## src/hdl/tcpq_pkg.sv

```systemverilog
// Shared types, widths and codes for the two-class priority queue.
package tcpq_pkg;

    localparam int AGE_W     = 7;
    localparam int TAG_W     = 16;
    localparam int STATUS_W  = 2;
    localparam int OCC_W     = 6;
    localparam int ENTRY_W   = AGE_W + 1 + TAG_W;
    localparam int S_TDATA_W = 24;
    localparam int M_TDATA_W = 32;

    localparam int CLASS_DEPTH_DEF = 16;

    localparam logic [AGE_W-1:0] AGE_THRESHOLD_RST = 7'd60;

    localparam logic OP_ENQ = 1'b0;
    localparam logic OP_DEQ = 1'b1;

    localparam logic [STATUS_W-1:0] ST_ENQUEUED = 2'd0;
    localparam logic [STATUS_W-1:0] ST_DEQUEUED = 2'd1;
    localparam logic [STATUS_W-1:0] ST_EMPTY    = 2'd2;
    localparam logic [STATUS_W-1:0] ST_DROPPED  = 2'd3;

    typedef struct packed {
        logic [AGE_W-1:0] age;
        logic             flagged;
        logic [TAG_W-1:0] tag;
    } t_entry;

endpackage

```

## src/hdl/two_class_priority_queue.sv

```systemverilog
// Two-class strict-priority queue: two FIFOs, class picked at enqueue, priority served first.
// An accepted word is held in the accept stage, then in the result register that drives the master side.
// Throughput: one word per cycle unless stalled; a word moves at most one head or tail and count.
// Input stalls only while the accept stage holds a word blocked behind a waiting result.
// Reset (i_rst_n low, synchronous): both FIFOs empty, pointers zero, threshold 60.
// Entry memories are not cleared; the counts keep unwritten entries from being read.
module two_class_priority_queue #(
    parameter int CLASS_DEPTH = tcpq_pkg::CLASS_DEPTH_DEF
) (
    input  logic                          i_clk,
    input  logic                          i_rst_n,
    // configuration: age_threshold
    input  logic                          i_cfg_wr_en,
    input  logic [tcpq_pkg::AGE_W-1:0]    i_cfg_wr_data,
    // slave side
    input  logic                          i_s_axis_tvalid,
    output logic                          o_s_axis_tready,
    input  logic [tcpq_pkg::S_TDATA_W-1:0] i_s_axis_tdata, // age[6:0], flagged[7], person_tag[23:8]
    input  logic                          i_s_axis_tuser,   // op[0]
    // master side
    output logic                          o_m_axis_tvalid,
    input  logic                          i_m_axis_tready,
    // out_age[6:0], out_flagged[7], out_tag[23:8], out_was_priority[24], occupancy[30:25], 0[31]
    output logic [tcpq_pkg::M_TDATA_W-1:0] o_m_axis_tdata,
    output logic [tcpq_pkg::STATUS_W-1:0]  o_m_axis_tuser   // status[1:0]
);

    import tcpq_pkg::*;

    localparam int PTR_W = (CLASS_DEPTH > 1) ? $clog2(CLASS_DEPTH) : 1;
    localparam int CNT_W = $clog2(CLASS_DEPTH + 1);
    localparam int SUM_W0 = $clog2(2 * CLASS_DEPTH + 1);
    localparam int SUM_W = (SUM_W0 > OCC_W) ? SUM_W0 : OCC_W;

    localparam logic [PTR_W-1:0] PTR_LAST = PTR_W'(CLASS_DEPTH - 1);
    localparam logic [CNT_W-1:0] CNT_FULL = CNT_W'(CLASS_DEPTH);

    // control state
    logic [AGE_W-1:0] r_threshold;
    logic [PTR_W-1:0] r_pri_head, r_pri_tail, r_nrm_head, r_nrm_tail;
    logic [PTR_W-1:0] n_pri_head, n_pri_tail, n_nrm_head, n_nrm_tail;
    logic [CNT_W-1:0] r_pri_cnt, r_nrm_cnt, n_pri_cnt, n_nrm_cnt;

    // memories and read registers
    t_entry r_pri_mem [CLASS_DEPTH];
    t_entry r_nrm_mem [CLASS_DEPTH];
    t_entry r_pri_rd, r_nrm_rd;

    // accept stage
    logic                r_s1_valid;
    logic [STATUS_W-1:0] r_s1_status, n_s1_status;
    logic                r_s1_pri, n_s1_pri;
    logic [OCC_W-1:0]    r_s1_occ;

    // result register
    logic                 r_out_valid;
    logic [M_TDATA_W-1:0] r_out_tdata;
    logic [STATUS_W-1:0]  r_out_status;

    logic   w_accept, w_s1_move;
    logic   w_op, w_is_pri, w_pri_wr, w_nrm_wr;
    t_entry w_entry, w_deq;
    logic [SUM_W-1:0] w_sum;

    assign w_s1_move       = r_s1_valid && (!r_out_valid || i_m_axis_tready);
    assign o_s_axis_tready = !r_s1_valid || w_s1_move;
    assign w_accept        = i_s_axis_tvalid && o_s_axis_tready;

    assign w_op          = i_s_axis_tuser;
    assign w_entry       = {i_s_axis_tdata[6:0], i_s_axis_tdata[7], i_s_axis_tdata[23:8]};
    assign w_is_pri      = (w_entry.age > r_threshold) || w_entry.flagged;

    always_comb begin
        n_pri_head  = r_pri_head;
        n_pri_tail  = r_pri_tail;
        n_nrm_head  = r_nrm_head;
        n_nrm_tail  = r_nrm_tail;
        n_pri_cnt   = r_pri_cnt;
        n_nrm_cnt   = r_nrm_cnt;
        n_s1_status = ST_EMPTY;
        n_s1_pri    = 1'b0;
        w_pri_wr    = 1'b0;
        w_nrm_wr    = 1'b0;
        if (w_op == OP_ENQ) begin
            if (w_is_pri) begin
                if (r_pri_cnt >= CNT_FULL) begin
                    n_s1_status = ST_DROPPED;
                end else begin
                    w_pri_wr    = 1'b1;
                    n_pri_tail  = (r_pri_tail == PTR_LAST) ? '0 : r_pri_tail + 1'b1;
                    n_pri_cnt   = r_pri_cnt + 1'b1;
                    n_s1_status = ST_ENQUEUED;
                end
            end else begin
                if (r_nrm_cnt >= CNT_FULL) begin
                    n_s1_status = ST_DROPPED;
                end else begin
                    w_nrm_wr    = 1'b1;
                    n_nrm_tail  = (r_nrm_tail == PTR_LAST) ? '0 : r_nrm_tail + 1'b1;
                    n_nrm_cnt   = r_nrm_cnt + 1'b1;
                    n_s1_status = ST_ENQUEUED;
                end
            end
        end else begin
            if (r_pri_cnt != '0) begin
                n_pri_head  = (r_pri_head == PTR_LAST) ? '0 : r_pri_head + 1'b1;
                n_pri_cnt   = r_pri_cnt - 1'b1;
                n_s1_pri    = 1'b1;
                n_s1_status = ST_DEQUEUED;
            end else if (r_nrm_cnt != '0) begin
                n_nrm_head  = (r_nrm_head == PTR_LAST) ? '0 : r_nrm_head + 1'b1;
                n_nrm_cnt   = r_nrm_cnt - 1'b1;
                n_s1_status = ST_DEQUEUED;
            end
        end
    end

    assign w_sum = SUM_W'(n_pri_cnt) + SUM_W'(n_nrm_cnt);

    always_ff @(posedge i_clk) begin
        if (!i_rst_n) begin
            r_threshold <= AGE_THRESHOLD_RST;
        end else if (i_cfg_wr_en) begin
            r_threshold <= i_cfg_wr_data;
        end
    end

    always_ff @(posedge i_clk) begin
        if (!i_rst_n) begin
            r_pri_head <= '0;
            r_pri_tail <= '0;
            r_nrm_head <= '0;
            r_nrm_tail <= '0;
            r_pri_cnt  <= '0;
            r_nrm_cnt  <= '0;
            r_s1_valid <= 1'b0;
        end else begin
            if (w_accept) begin
                r_pri_head <= n_pri_head;
                r_pri_tail <= n_pri_tail;
                r_nrm_head <= n_nrm_head;
                r_nrm_tail <= n_nrm_tail;
                r_pri_cnt  <= n_pri_cnt;
                r_nrm_cnt  <= n_nrm_cnt;
                r_s1_valid <= 1'b1;
            end else if (w_s1_move) begin
                r_s1_valid <= 1'b0;
            end
        end
    end

    always_ff @(posedge i_clk) begin
        if (w_accept) begin
            r_s1_status <= n_s1_status;
            r_s1_pri    <= n_s1_pri;
            r_s1_occ    <= w_sum[OCC_W-1:0];
        end
    end

    // entry memories: head read is registered with the accept
    always_ff @(posedge i_clk) begin
        if (w_accept && w_pri_wr) begin
            r_pri_mem[r_pri_tail] <= w_entry;
        end
        if (w_accept) begin
            r_pri_rd <= r_pri_mem[r_pri_head];
        end
    end

    always_ff @(posedge i_clk) begin
        if (w_accept && w_nrm_wr) begin
            r_nrm_mem[r_nrm_tail] <= w_entry;
        end
        if (w_accept) begin
            r_nrm_rd <= r_nrm_mem[r_nrm_head];
        end
    end

    // data fields read zero unless a word was actually dequeued
    assign w_deq = (r_s1_status != ST_DEQUEUED) ? '0 : (r_s1_pri ? r_pri_rd : r_nrm_rd);

    always_ff @(posedge i_clk) begin
        if (!i_rst_n) begin
            r_out_valid <= 1'b0;
        end else if (w_s1_move) begin
            r_out_valid <= 1'b1;
        end else if (i_m_axis_tready) begin
            r_out_valid <= 1'b0;
        end
    end

    always_ff @(posedge i_clk) begin
        if (w_s1_move) begin
            r_out_status <= r_s1_status;
            r_out_tdata  <= {1'b0, r_s1_occ, r_s1_pri, w_deq.tag, w_deq.flagged, w_deq.age};
        end
    end

    assign o_m_axis_tvalid = r_out_valid;
    assign o_m_axis_tdata  = r_out_tdata;
    assign o_m_axis_tuser  = r_out_status;

`ifndef SYNTHESIS
    a_cnt_bound: assert property (@(posedge i_clk) disable iff (!i_rst_n)
        (r_pri_cnt <= CNT_FULL) && (r_nrm_cnt <= CNT_FULL))
        else $error("class count above depth");

    a_deq_pri_first: assert property (@(posedge i_clk) disable iff (!i_rst_n)
        (w_accept && w_op == OP_DEQ && r_pri_cnt != '0) |=>
        (r_pri_cnt == $past(r_pri_cnt) - 1'b1) && $stable(r_nrm_cnt) && r_s1_pri)
        else $error("dequeue did not serve the priority class");

    a_deq_empty: assert property (@(posedge i_clk) disable iff (!i_rst_n)
        (w_accept && w_op == OP_DEQ && r_pri_cnt == '0 && r_nrm_cnt == '0) |=>
        (r_s1_status == ST_EMPTY) && $stable(r_pri_head) && $stable(r_nrm_head))
        else $error("dequeue of empty queue changed state");

    a_drop_full: assert property (@(posedge i_clk) disable iff (!i_rst_n)
        (w_accept && w_op == OP_ENQ && w_is_pri && r_pri_cnt >= CNT_FULL) |=>
        (r_s1_status == ST_DROPPED) && $stable(r_pri_cnt) && $stable(r_pri_tail))
        else $error("full priority class did not drop the word");
`endif

endmodule
```

## config.mk

```make
export PLATFORM = sky130hd
export DESIGN_NAME = two_class_priority_queue
export DESIGN_NICKNAME = d
export VERILOG_FILES = /design/src/hdl/tcpq_pkg.sv /design/src/hdl/two_class_priority_queue.sv
export SDC_FILE = /design/constraint.sdc
export NUM_CORES = 1
export LEC_CHECK = 0
export ABC_AREA = 1
export BUFFER_PORTS_ARGS = -buffer_cell sky130_fd_sc_hd__buf_4
export CORE_UTILIZATION = 50
export DETAILED_ROUTE_END_ITERATION = 10
export GPL_TIMING_DRIVEN = 0
export PLACE_DENSITY = 0.66
export SLEW_MARGIN = 10
export SYNTH_ARGS = -nofsm -noshare
export SYNTH_HDL_FRONTEND = slang
export SYNTH_SLANG_ARGS = --single-unit
```

## constraint.sdc

```tcl
create_clock -name i_clk -period 13.4 [get_ports i_clk]
set_input_delay 2.68 -clock i_clk [delete_from_list [all_inputs] [get_ports i_clk]]
set_output_delay 2.68 -clock i_clk [all_outputs]
set_load 0.02 [all_outputs]
```

==> summary.md, run 1 <==
| Metric | Value |
|---|---|
| Worst path cell trace | `buf_4, inv_1, nand3_2, buf_4` |
| Final setup fails | `0` |
| Worst VDD drop | `0.117 mV` |
| Worst-skew pair later-pin latency | `0.65 ns` |
| Clk pwr share | `39.6%` |
| Post-Syn Area per Cell | `13.7 µm²` |
| Via density | `5.99` |
| Area after DPL | `0.0378 mm²` |
| Fin. Hold Viols | `0` |
| Post-synthesis mux area share | `2.10%` |
| Max Cap Viol | `0` |
| Largest net degree at the start of global routing | `54` |
| Synth async-reset ratio | `0%` |
| Syn. warnings | `0` |
| CTS resizes | `0` |
| Fillers | `5464` |
| R2r setup slk | `10.24 ns` |
| Family with the most delay on the worst path | `buffers and inverters` |
| CTS Buffer Depth | `3` |
| Fmax | `0.169 GHz` |
| Sw Ratio | `23.5%` |
| Worst Hold Class | `reg -> reg` |
| ANT nets after route | `0` |
| Diodes inserted | `0` |
| Initial DRT Pass Iterations | `6` |
| Final Instance Area | `0.0406 mm²` |
| Req. time, crit path | `10.72 ns` |
| Post-CTS setup buffers | `0` |
| DR WL/cell | `25.5 µm` |
| GRT Resource Usage Total | `26.6%` |
| Drt initial violations | `2788` |
| Final Skew | `0.0200 ns` |
| Yosys reg bits | `893` |
| Synthesized net count | `2668` |
| Port Buffers | `70` |
| Layout cells sized above 1 | `12.1%` |
| Logic pwr share | `8.1%` |
| Drt drc | `0` |
| CP max-delay cell | `buf_4` |
| Final Max Slew Viols | `0` |
| WS Path Type | `in -> out` |
| Pint | `4.58 mW` |
| Sink Count | `893` |
| CTS tree | `yes` |
| Synthesized area | `0.0357 mm²` |
| Die area | `0.0724 mm²` |
| Final Wtd Congestion | `0.894` |
| PwrDens | `147 mW/mm²` |
| Max Fanout on Critical Path | `3` |
| Outcome | `finished clean` |
| Final critical-path required period | `5.93 ns` |
| R2R Path End | `r_nrm_mem[6][3]$_DFFE_PP_` |
| Xor-xnor portion of the synthesized cell area | `0.270%` |
| Worst Setup Start Kind | `primary input` |
| Mapped Cells | `2603` |
| R2R depth | `11` |
| First element of the critical path | `i_m_axis_tready` |
| Vias in the first global route | `22300` |
| Rel. slew slack | `33.4%` |
| Stages on worst setup path | `4` |
| Initial Util | `50.8%` |
| CTS Root Cell | `clkbuf_16` |
| Initial antenna violation count | `5` |
| Slowest stage delay, CP | `0.20 ns` |
| Critical Path End Type | `primary output` |
| Num CTS Buffers | `89` |
| Worst Path Buf+Inv | `3` |
| Sequential share of the synthesized area | `74.2%` |
| Critical R2R Launch | `r_threshold[6]$_SDFFE_PN0P_` |
| Measured slew at the worst slew-check pin | `0.994 ns` |
| Arrival @ worst endpoint | `3.25 ns` |
| Static leakage | `13.3 nW` |
| Clock transition at path regs | `0.06 ns` |
| Remaining Overflow, GRT | `0` |
| Area grow syn2layout | `13.7%` |
| Chip height | `269 µm` |
| Die W | `269 µm` |
| Core Rows | `97` |
| Post-synth EDFFs | `858` |
| Synthesized-area fraction occupied by adder cells | `1.00%` |
| Crit path capture | `o_s_axis_tready` |
| Period utilization | `44.3%` |
| DPL Wire Length | `61700 µm` |
| Compound-Gate Fraction of Synth Area | `9.13%` |
| Detailed Route WL | `96600 µm` |
| DR vias | `22700` |
| Critical Path Most Common Cell | `buf_4` |
| Main combinational cell family by area after synthesis | `simple AND/OR/NAND/NOR gates` |
| I/O Pins | `73` |
| Post-CTS Hold Buffers | `0` |
| Clock H-tree levels | `3` |
| Core area | `0.0703 mm²` |
| Predominant post-synthesis flop cell | `edfxtp_1` |
| Switching pwr | `1.40 mW` |
| Distinct cells, synth | `46` |
| First-pass GRT wire length | `142000 µm` |
| Post-synthesis simple-gate area fraction | `9.88%` |
| Fin Setup TNS | `0 ns` |
| NumNets Final | `2847` |
| RSZ-0062 raised after global routing | `false` |
| Seq pwr share | `52.3%` |
-- cell usage in the layout (no fill, tap or decap), drive strengths merged, types with 4 or more instances in the layout --
master    instances
inv              78
nor2            483
edfxtp          858
o211ai           21
clkinv           41
o32ai           117
mux2i            75
clkinvlp          4
nand3           116
o21ai           215
nand2           251
nor3              5
a21oi            61
nand4             5
xor2              8
bufinv            4
buf             167
o221ai           75
ha               27
clkbuf          191
dfxtp            35
-- cells by family after synthesis --
family / Yosys count
simple gates: 864
flops: 893
mux: 75
fa+ha+maj: 28
other cells: 1
xor+xnor: 11
compound gates: 494
buf+inv: 237
-- stage by stage --
step	utilization [%]	std cells	setup slack (ns)	power [mW]	hold slack, ns
floorplan	-	2603	7.06	3.44	0.400
global placement	53.2	3613	4.70	3.64	0.403
detailed placement	53.8	3631	7.42	3.66	0.408
CTS	57.7	3791	7.48	5.99	0.422
global route	57.7	3791	7.45	6.15	0.437
finish	57.7	3791	7.47	5.98	0.419
-- state kept, by name, indices dropped and copies added, names as in the netlist --
| signal | cells |
|---|---|
| r_nrm_rd | 24 |
| r_pri_tail | 4 |
| r_threshold | 7 |
| r_pri_mem | 384 |
| r_pri_head | 4 |
| r_s1_valid | 1 |
| r_nrm_head | 4 |
| r_nrm_mem | 384 |
| r_pri_rd | 24 |
| o_m_axis_tvalid | 1 |
| o_m_axis_tdata | 31 |
| r_nrm_tail | 4 |
| r_s1_status | 2 |
| r_pri_cnt | 5 |
| o_m_axis_tuser | 2 |
| r_s1_occ | 6 |
| r_s1_pri | 1 |
| r_nrm_cnt | 5 |
-- area by class of cell --
| class | instances | area, µm² | area share [%] |
|---|---|---|---|
| well taps | 940 | 1180 | 2.90 |
| inverters | 77 | 302 | 0.743 |
| flip-flops and latches | 893 | 26500 | 65.2 |
| repair buffers | 88 | 756 | 1.86 |
| plain buffers | 160 | 920 | 2.27 |
| multi-input cells | 1473 | 8210 | 20.2 |
| clock buffers | 110 | 2360 | 5.81 |
| clock inverters | 50 | 390 | 0.962 |
-- per-layer routing --
| metal | wire, µm | vias up | GRT usage (%) |
|---|---|---|---|
| met5 | 27 | - | 0 |
| met4 | 3410 | 4 | 10.5 |
| met3 | 10200 | 177 | 7.54 |
| met2 | 44200 | 1108 | 40.3 |
| met1 | 38700 | 11400 | 36.3 |
| li1 | - | 10100 | - |
-- power groups by stage --
| stage | combinational, mW | clock (mW) | sequential [mW] |
|---|---|---|---|
| after floorplan | 0.254 | 0 | 3.19 |
| after detailed placement | 0.474 | 0 | 3.18 |
| after global routing | 0.519 | 2.50 | 3.13 |
| after CTS | 0.476 | 2.39 | 3.13 |
| final | 0.484 | 2.37 | 3.13 |
| after global placement | 0.458 | 0 | 3.19 |
-- worst min path at each step --
stage / slack (ns) / cells after the start / to / from
global placement: 0.40 / 0 / o_m_axis_tdata[26]$_DFFE_PP_ / r_s1_occ[1]$_DFFE_PP_
global route: 0.44 / 0 / o_m_axis_tdata[28]$_DFFE_PP_ / r_s1_occ[3]$_DFFE_PP_
detailed placement: 0.41 / 0 / o_m_axis_tdata[26]$_DFFE_PP_ / r_s1_occ[1]$_DFFE_PP_
CTS: 0.42 / 0 / o_m_axis_tdata[26]$_DFFE_PP_ / r_s1_occ[1]$_DFFE_PP_
floorplan: 0.40 / 0 / o_m_axis_tdata[25]$_DFFE_PP_ / r_s1_occ[0]$_DFFE_PP_
finish: 0.42 / 0 / o_m_axis_tdata[26]$_DFFE_PP_ / r_s1_occ[1]$_DFFE_PP_
-- synthesized netlist by cell type, types with 5 or more instances --
master	instances	share of area (%)
edfxtp_1	858	72
nor2_1	478	5.0
nand2_1	246	2.6
o21ai_0	207	2.9
o32ai_1	117	2.9
nand3_1	112	1.6
clkbuf_1	81	0.85
mux2i_1	75	2.1
o221ai_1	75	1.8
inv_1	66	0.69
a21oi_1	61	0.86
dfxtp_1	35	2.0
buf_2	33	0.46
buf_6	29	0.92
ha_1	27	0.95
o211ai_1	21	0.44
buf_4	12	0.25
o21ai_1	8	0.11
xor2_1	8	0.20
nor3_1	5	0.070
Note: power is estimated with default switching activity, not from simulation.
==> run 2: changes to the inputs <==
--- a/config.mk
+++ b/config.mk
@@ -10,7 +10,7 @@
 export CORE_UTILIZATION = 50
 export DETAILED_ROUTE_END_ITERATION = 10
 export GPL_TIMING_DRIVEN = 0
-export PLACE_DENSITY = 0.66
+export PLACE_DENSITY = 0.68
 export SLEW_MARGIN = 10
 export SYNTH_ARGS = -nofsm -noshare
 export SYNTH_HDL_FRONTEND = slang
==> constraint.sdc (replaced) <==
create_clock -name i_clk -period 5.25 [get_ports i_clk]
set_input_delay 1.05 -clock i_clk [delete_from_list [all_inputs] [get_ports i_clk]]
set_output_delay 1.05 -clock i_clk [all_outputs]
set_load 0.02 [all_outputs]
==> run 2 against run 1 <==
Effect of this change:
- clock power increased to 2.6 times the previous value
- clock skew down 0.0017 ns
- critical path depth up 7
- global-route usage shrank 0.47 points
- critical path type is now in -> reg
- setup slack worse by 5.9 ns
- largest cell class unchanged
- worst hold slack lost 0.0067 ns
- combinational power rose to 2.5 times the previous value
- largest power group unchanged
==> summary.md, run 2 (synthesis gave the netlist of run 1 again) <==
| Metric | Value |
|---|---|
| Area grow syn2layout | `13.9%` |
| Port Buffers | `70 (unchanged)` |
| Num CTS Buffers | `86 (-3.4%)` |
| Final critical-path required period | `3.67 ns` |
| R2r setup slk | `2.11 ns (-8.13 ns)` |
| Arrival @ worst endpoint | `3.91 ns (+0.66 ns)` |
| Most common cell after layout, fill and taps aside | `edfxtp_1` |
| Final setup fails | `0 (unchanged)` |
| Worst VDD drop | `0.259 mV (+120%)` |
| NumNets Final | `2841 (-0.21%)` |
| HP Start | `r_s1_occ[1]$_DFFE_PP_` |
| Rel. slew slack | `39.0% (+5.6 points)` |
| Final Wtd Congestion | `0.872 (-2.5%)` |
| PwrDens | `380 mW/mm² (+160%)` |
| Critical Path Most Common Cell | `nand2_1` |
| First element of the critical path | `i_s_axis_tdata[4]` |
| Final Max Slew Viols | `0 (unchanged)` |
| Drt initial violations | `2922 (+4.8%)` |
| GRT Resource Usage Total | `26.1% (-0.47 points)` |
| Fmax | `0.273 GHz` |
| CTS tree | `yes` |
| Layout cells sized above 1 | `11.9% (-0.21 points)` |
| DR WL/cell | `25.2 µm (-0.92%)` |
| Clock H-tree levels | `3 (unchanged)` |
| WS Path Type | `in -> reg` |
| Hold Slack | `0.412 ns (-0.00668 ns)` |
| Fin Setup TNS | `0 ns (unchanged)` |
| Worst Path Buf+Inv | `2 (-1)` |
| Critical R2R Launch | `r_threshold[6]$_SDFFE_PN0P_` |
| Family with the most delay on the worst path | `simple AND/OR/NAND/NOR gates` |
| Critical Path End Type | `flop` |
| Static leakage | `13.4 nW (about the same)` |
| Final Skew | `0.0183 ns (-0.00168 ns)` |
| Slowest stage delay, CP | `0.78 ns (+0.58 ns)` |
| Core Rows | `97 (unchanged)` |
| RSZ-0062 raised after global routing | `false` |
| CTS Root Cell | `clkbuf_16` |
| DP Cell Count | `3628 (-0.083%)` |
| Vias in the first global route | `22300 (+0.11%)` |
| Pre-CTS setup slack | `0.962 ns (-6.46 ns)` |
| Chip height | `269 µm (unchanged)` |
| Via density | `6.08 (+1.5%)` |
| Largest net degree at the start of global routing | `55 (+1.9%)` |
| ANT nets after route | `0 (unchanged)` |
| Worst-skew pair later-pin latency | `0.63 ns (-0.02 ns)` |
| Core area | `0.0703 mm² (unchanged)` |
| Outcome | `finished clean` |
| Most frequent cells in the layout | `858 x edfxtp_1, 450 x nor2_1, 246 x nand2_1` |
| Final Instance Area | `0.0406 mm² (+0.15%)` |
| Post-CTS Hold Buffers | `0 (unchanged)` |
| First-pass GRT wire length | `141000 µm (-0.83%)` |
| Worst Setup Start Kind | `primary input` |
| Worst path cell trace | `buf_4, ha_1, nand2_1, nand2_1, a21oi_1, nand2_1, nand2_2, nand3_2, inv_2, nand2_1, nor2_4` |
| R2R Path End | `r_nrm_mem[1][16]$_DFFE_PP_` |
| Final non-filler cell total | `3782 (-0.24%)` |
| Drt drc | `0 (unchanged)` |
| R2R depth | `10 (-1)` |
| Crit path capture | `r_nrm_mem[1][16]$_DFFE_PP_` |
| Remaining Overflow, GRT | `0 (unchanged)` |
| CP max-delay cell | `nor2_4` |
| Initial DRT Pass Iterations | `5 (-1)` |
| Stages on worst setup path | `11 (+7)` |
| I/O Pins | `73 (unchanged)` |
| Final worst setup slack | `1.58 ns (-5.88 ns)` |
| Max Fanout on Critical Path | `33 (+30)` |
| DR vias | `23000 (+1.3%)` |
| Measured slew at the worst slew-check pin | `0.914 ns (-0.0804 ns)` |
| Max Cap Viol | `0 (unchanged)` |
| CTS resizes | `0 (unchanged)` |
| Period utilization | `69.9%` |
| Initial Util | `50.8% (unchanged)` |
| Clock transition at path regs | `0.06 ns (about the same)` |
| Fin. Hold Viols | `0 (unchanged)` |
| Detailed Route WL | `95500 µm (-1.2%)` |
| Die W | `269 µm (unchanged)` |
| Req. time, crit path | `5.49 ns (-5.23 ns)` |
| Post-CTS setup buffers | `0 (unchanged)` |
| CTS Buffer Depth | `3 (unchanged)` |
| DPL Wire Length | `61000 µm (-1.2%)` |
| Diodes inserted | `0 (unchanged)` |
| Sink Count | `893 (unchanged)` |
| Worst Hold Class | `reg -> reg` |
| Die area | `0.0724 mm² (unchanged)` |
| Initial antenna violation count | `7 (+2)` |
| Area after DPL | `0.0378 mm² (about the same)` |
-- run 2: how the worst min path moves through the flow --
stage               slack (ns)  cells after the start                            to
finish                    0.41                      0  o_m_axis_tdata[26]$_DFFE_PP_
floorplan                 0.40                      0  o_m_axis_tdata[25]$_DFFE_PP_
global placement          0.40                      0  o_m_axis_tdata[30]$_DFFE_PP_
global route              0.44                      0  o_m_axis_tdata[26]$_DFFE_PP_
CTS                       0.41                      0  o_m_axis_tdata[26]$_DFFE_PP_
detailed placement        0.40                      0  o_m_axis_tdata[26]$_DFFE_PP_
-- run 2: routing by layer --
layer / vias to the layer above / part of all wire, % / global-route usage, % / wire, µm
met5: - / 0.018 / 0 / 17
li1: 10000 / - / - / -
met1: 11500 / 41 / 37.3 / 38800
met2: 1308 / 45 / 39.4 / 43400
met4: 4 / 3.3 / 10.2 / 3150
met3: 168 / 11 / 5.40 / 10100
-- run 2: layout make-up --
class                      instances  area (µm²)
clock buffer                     109        2350
clock inverter                    45         482
timing repair buffer              85         722
tap                              940        1180
sequential                       893       26500
fill                            5401       29600
multi-input combinational       1473        8220
buffer                           160         920
inverter                          77         302
-- run 2: power breakdown --
group	internal (mW)	switching (mW)
Clock	3.66	2.60
Sequential	7.94	0.0438
Combinational	0.350	0.866
Total	11.9	3.51
-- run 2: through the flow --
step,utilization [%],power [mW]
final,57.8,15.5
after global routing,57.8,15.9
after CTS,57.8,15.5
after detailed placement,53.8,9.32
after global placement,53.2,9.28
after floorplan,-,8.79
-- run 2: worst register-to-register path, delay by kind of cell, from the launching register on --
family                     cells  cell delay [ns]
adders and majority gates      1             0.29
buffers and inverters          2             0.28
DFF                            1             0.31
and+or+nand+nor                7             1.88
==> run 3: changes to the inputs <==
--- a/config.mk
+++ b/config.mk
@@ -10,7 +10,7 @@
 export CORE_UTILIZATION = 50
 export DETAILED_ROUTE_END_ITERATION = 10
 export GPL_TIMING_DRIVEN = 0
-export PLACE_DENSITY = 0.68
+export PLACE_DENSITY = 0.66
 export SLEW_MARGIN = 10
 export SYNTH_ARGS = -nofsm -noshare
 export SYNTH_HDL_FRONTEND = slang
==> constraint.sdc (replaced) <==
create_clock -name i_clk -period 3.79 [get_ports i_clk]
set_input_delay 0.758 -clock i_clk [delete_from_list [all_inputs] [get_ports i_clk]]
set_output_delay 0.758 -clock i_clk [all_outputs]
set_load 0.02 [all_outputs]
==> run 3 against run 2 <==
Effect of this change:
- total power is 40% higher
- design area rose by 0.20%
- first-iteration DRC count increased by 0.65%
- cell count is 0.24% higher
- via count decreased by 0.52%
- sequential cell count unchanged
- highest routed layer is now met4
- combinational power is 38% higher
- sequential share of layout area down 0.13 points
- critical path type unchanged
==> summary.md, run 3 (synthesis gave the netlist of run 1 again) <==
| Metric | Value |
|---|---|
| Fin. Hold Viols | `0 (unchanged)` |
| Die area | `0.0724 mm² (unchanged)` |
| Worst-skew pair later-pin latency | `0.64 ns (about the same)` |
| Req. time, crit path | `4.05 ns (-1.44 ns)` |
| WS Path Type | `in -> reg` |
| Drt initial violations | `2941 (+0.65%)` |
| Most frequent cells in the layout | `858 x edfxtp_1, 450 x nor2_1, 246 x nand2_1` |
| CTS Root Cell | `clkbuf_16` |
| Worst Setup Start Kind | `primary input` |
| RSZ-0062 raised after global routing | `false` |
| Pint | `16.7 mW (+40%)` |
| Period utilization | `88.6%` |
| Final Max Slew Viols | `0 (unchanged)` |
| Die W | `269 µm (unchanged)` |
| Family with the most delay on the worst path | `simple AND/OR/NAND/NOR gates` |
| PwrDens | `530 mW/mm² (+39%)` |
| Clk pwr share | `41.0% (+0.5 points)` |
| CTS Buffer Depth | `3 (unchanged)` |
| Pre-CTS setup slack | `-0.213 ns (-1.18 ns)` |
| Fmax | `0.298 GHz` |
| Max Cap Viol | `0 (unchanged)` |
| CP max-delay cell | `nor2_4` |
| Measured slew at the worst slew-check pin | `0.878 ns (-0.0360 ns)` |
| Most common cell after layout, fill and taps aside | `edfxtp_1` |
| Num CTS Buffers | `89 (+3.5%)` |
| Critical Path End Type | `flop` |
| Rel. slew slack | `41.4% (+2.4 points)` |
| Arrival @ worst endpoint | `3.62 ns (-0.29 ns)` |
| Switching pwr | `4.90 mW (+39%)` |
| Sink Count | `893 (unchanged)` |
| Drt drc | `0 (unchanged)` |
| DP Cell Count | `3626 (-0.055%)` |
| Clock H-tree levels | `3 (unchanged)` |
| DPL Wire Length | `61100 µm (+0.21%)` |
| Initial antenna violation count | `2 (-5)` |
| Port Buffers | `70 (unchanged)` |
| Critical Path Most Common Cell | `nand2_1` |
| Worst Path Buf+Inv | `2 (unchanged)` |
| Final Wtd Congestion | `0.892 (+2.4%)` |
| Outcome | `finished clean` |
| Clock transition at path regs | `0.06 ns (about the same)` |
| Detailed Route WL | `97100 µm (+1.7%)` |
| CTS tree | `yes` |
| Logic pwr share | `7.8% (about the same)` |
| Layout cells sized above 1 | `11.9% (+0.076 points)` |
| Area grow syn2layout | `14.1%` |
| CTS resizes | `0 (unchanged)` |
| Worst VDD drop | `0.434 mV (+67%)` |
| Final non-filler cell total | `3791 (+0.24%)` |
| Seq pwr share | `51.2% (-0.4 points)` |
| Max Fanout on Critical Path | `33 (unchanged)` |
| Final critical-path required period | `3.36 ns` |
| Final Instance Area | `0.0407 mm² (+0.20%)` |
| Initial DRT Pass Iterations | `6 (+1)` |
| DR vias | `22900 (-0.52%)` |
| Worst path cell trace | `buf_4, ha_1, nand2_1, nand2_1, a21oi_1, nand2_1, nand2_2, nand3_2, inv_2, nand2_1, nor2_4` |
| Core Rows | `97 (unchanged)` |
| Post-CTS setup buffers | `0 (unchanged)` |
| Initial Util | `50.8% (unchanged)` |
| Via density | `6.04 (-0.76%)` |
| ANT nets after route | `0 (unchanged)` |
| Slowest stage delay, CP | `0.73 ns (-0.05 ns)` |
| Worst Hold Class | `in -> reg` |
| GRT Resource Usage Total | `26.4% (+0.35 points)` |
| Final worst setup slack | `0.432 ns (-1.15 ns)` |
| Core area | `0.0703 mm² (unchanged)` |
| Sw Ratio | `22.7% (-0.044 points)` |
| Area after DPL | `0.0378 mm² (about the same)` |
| Remaining Overflow, GRT | `0 (unchanged)` |
| NumNets Final | `2842 (+0.035%)` |
| Final setup fails | `0 (unchanged)` |
| Largest net degree at the start of global routing | `56 (+1.8%)` |
| Fillers | `5414 (+0.24%)` |
| Vias in the first global route | `22100 (-0.64%)` |
| Chip height | `269 µm (unchanged)` |
| Final Skew | `0.0213 ns (+0.00297 ns)` |
| First-pass GRT wire length | `142000 µm (+0.54%)` |
| DR WL/cell | `25.6 µm (+1.4%)` |
| Static leakage | `13.4 nW (+0.35%)` |
| I/O Pins | `73 (unchanged)` |
| Post-CTS Hold Buffers | `0 (unchanged)` |
run 3: cell types whose count changed in the layout (fill, tap and decap cells not counted), sizes merged:
cell and delta:
clkbuf -2, diode +2, bufinv +1, clkinvlp -3
inv +1, clkinv +12, buf -2
run 3: path summary, 6_finish.rpt:
| check | start | endpoint | slack, ns | depth (start not counted) |
|---|---|---|---|---|
| worst max-delay path | i_s_axis_tdata[4] | r_nrm_mem[12][21]$_DFFE_PP_ | 0.43 | 11 |
| worst min-delay path | i_cfg_wr_data[2] | r_threshold[2]$_SDFFE_PN1P_ | 0.35 | 3 |
| worst max register to register | r_threshold[2]$_SDFFE_PN1P_ | r_nrm_mem[12][21]$_DFFE_PP_ | 0.70 | 11 |
| worst min register to register | r_s1_occ[0]$_DFFE_PP_ | o_m_axis_tdata[25]$_DFFE_PP_ | 0.42 | 0 |
run 3: through the flow:
stage                     power [mW]  utilization (%)  hold slack, ns  TNS [ns]
after floorplan                 12.2                -           0.400         0
after global placement          12.9             53.2           0.402   -868.98
after detailed placement        12.9             53.8           0.405    -51.14
after CTS                       21.6             57.9           0.331         0
after global routing            22.1             57.9           0.357         0
final                           21.6             57.9           0.353         0
run 3: final cells by class:
cell class              instances  area (µm²)  share of cell area (%)
diodes                          2        5.00                  0.0123
plain buffers                 160         920                    2.26
clock buffers                 107        2380                    5.84
clock inverters                56         539                    1.32
inverters                      77         302                   0.741
multi-input cells            1473        8230                    20.2
flip-flops and latches        893       26500                    65.0
well taps                     940        1180                    2.89
repair buffers                 83         702                    1.72
run 3: routing by layer:
layer	vias up	global-route usage (%)	routed length [µm]
met4	0	8.51	2610
met5	-	0	0
li1	10100	-	-
met2	1196	41.2	45000
met1	11500	37.8	40100
met3	175	4.79	9410
run 3: worst min-delay path, cell delays in order:
cell and delay (ns):
buf_4 0.08, a21oi_1 0.05, o21ai_0 0.06
run 3: power groups by stage:
stage / logic [mW] / clock network (mW) / registers, mW
finish: 1.68 / 8.85 / 11.1
global route: 1.79 / 9.28 / 11.1
CTS: 1.66 / 8.94 / 11.1
detailed placement: 1.65 / 0 / 11.3
global placement: 1.60 / 0 / 11.3
floorplan: 0.897 / 0 / 11.3
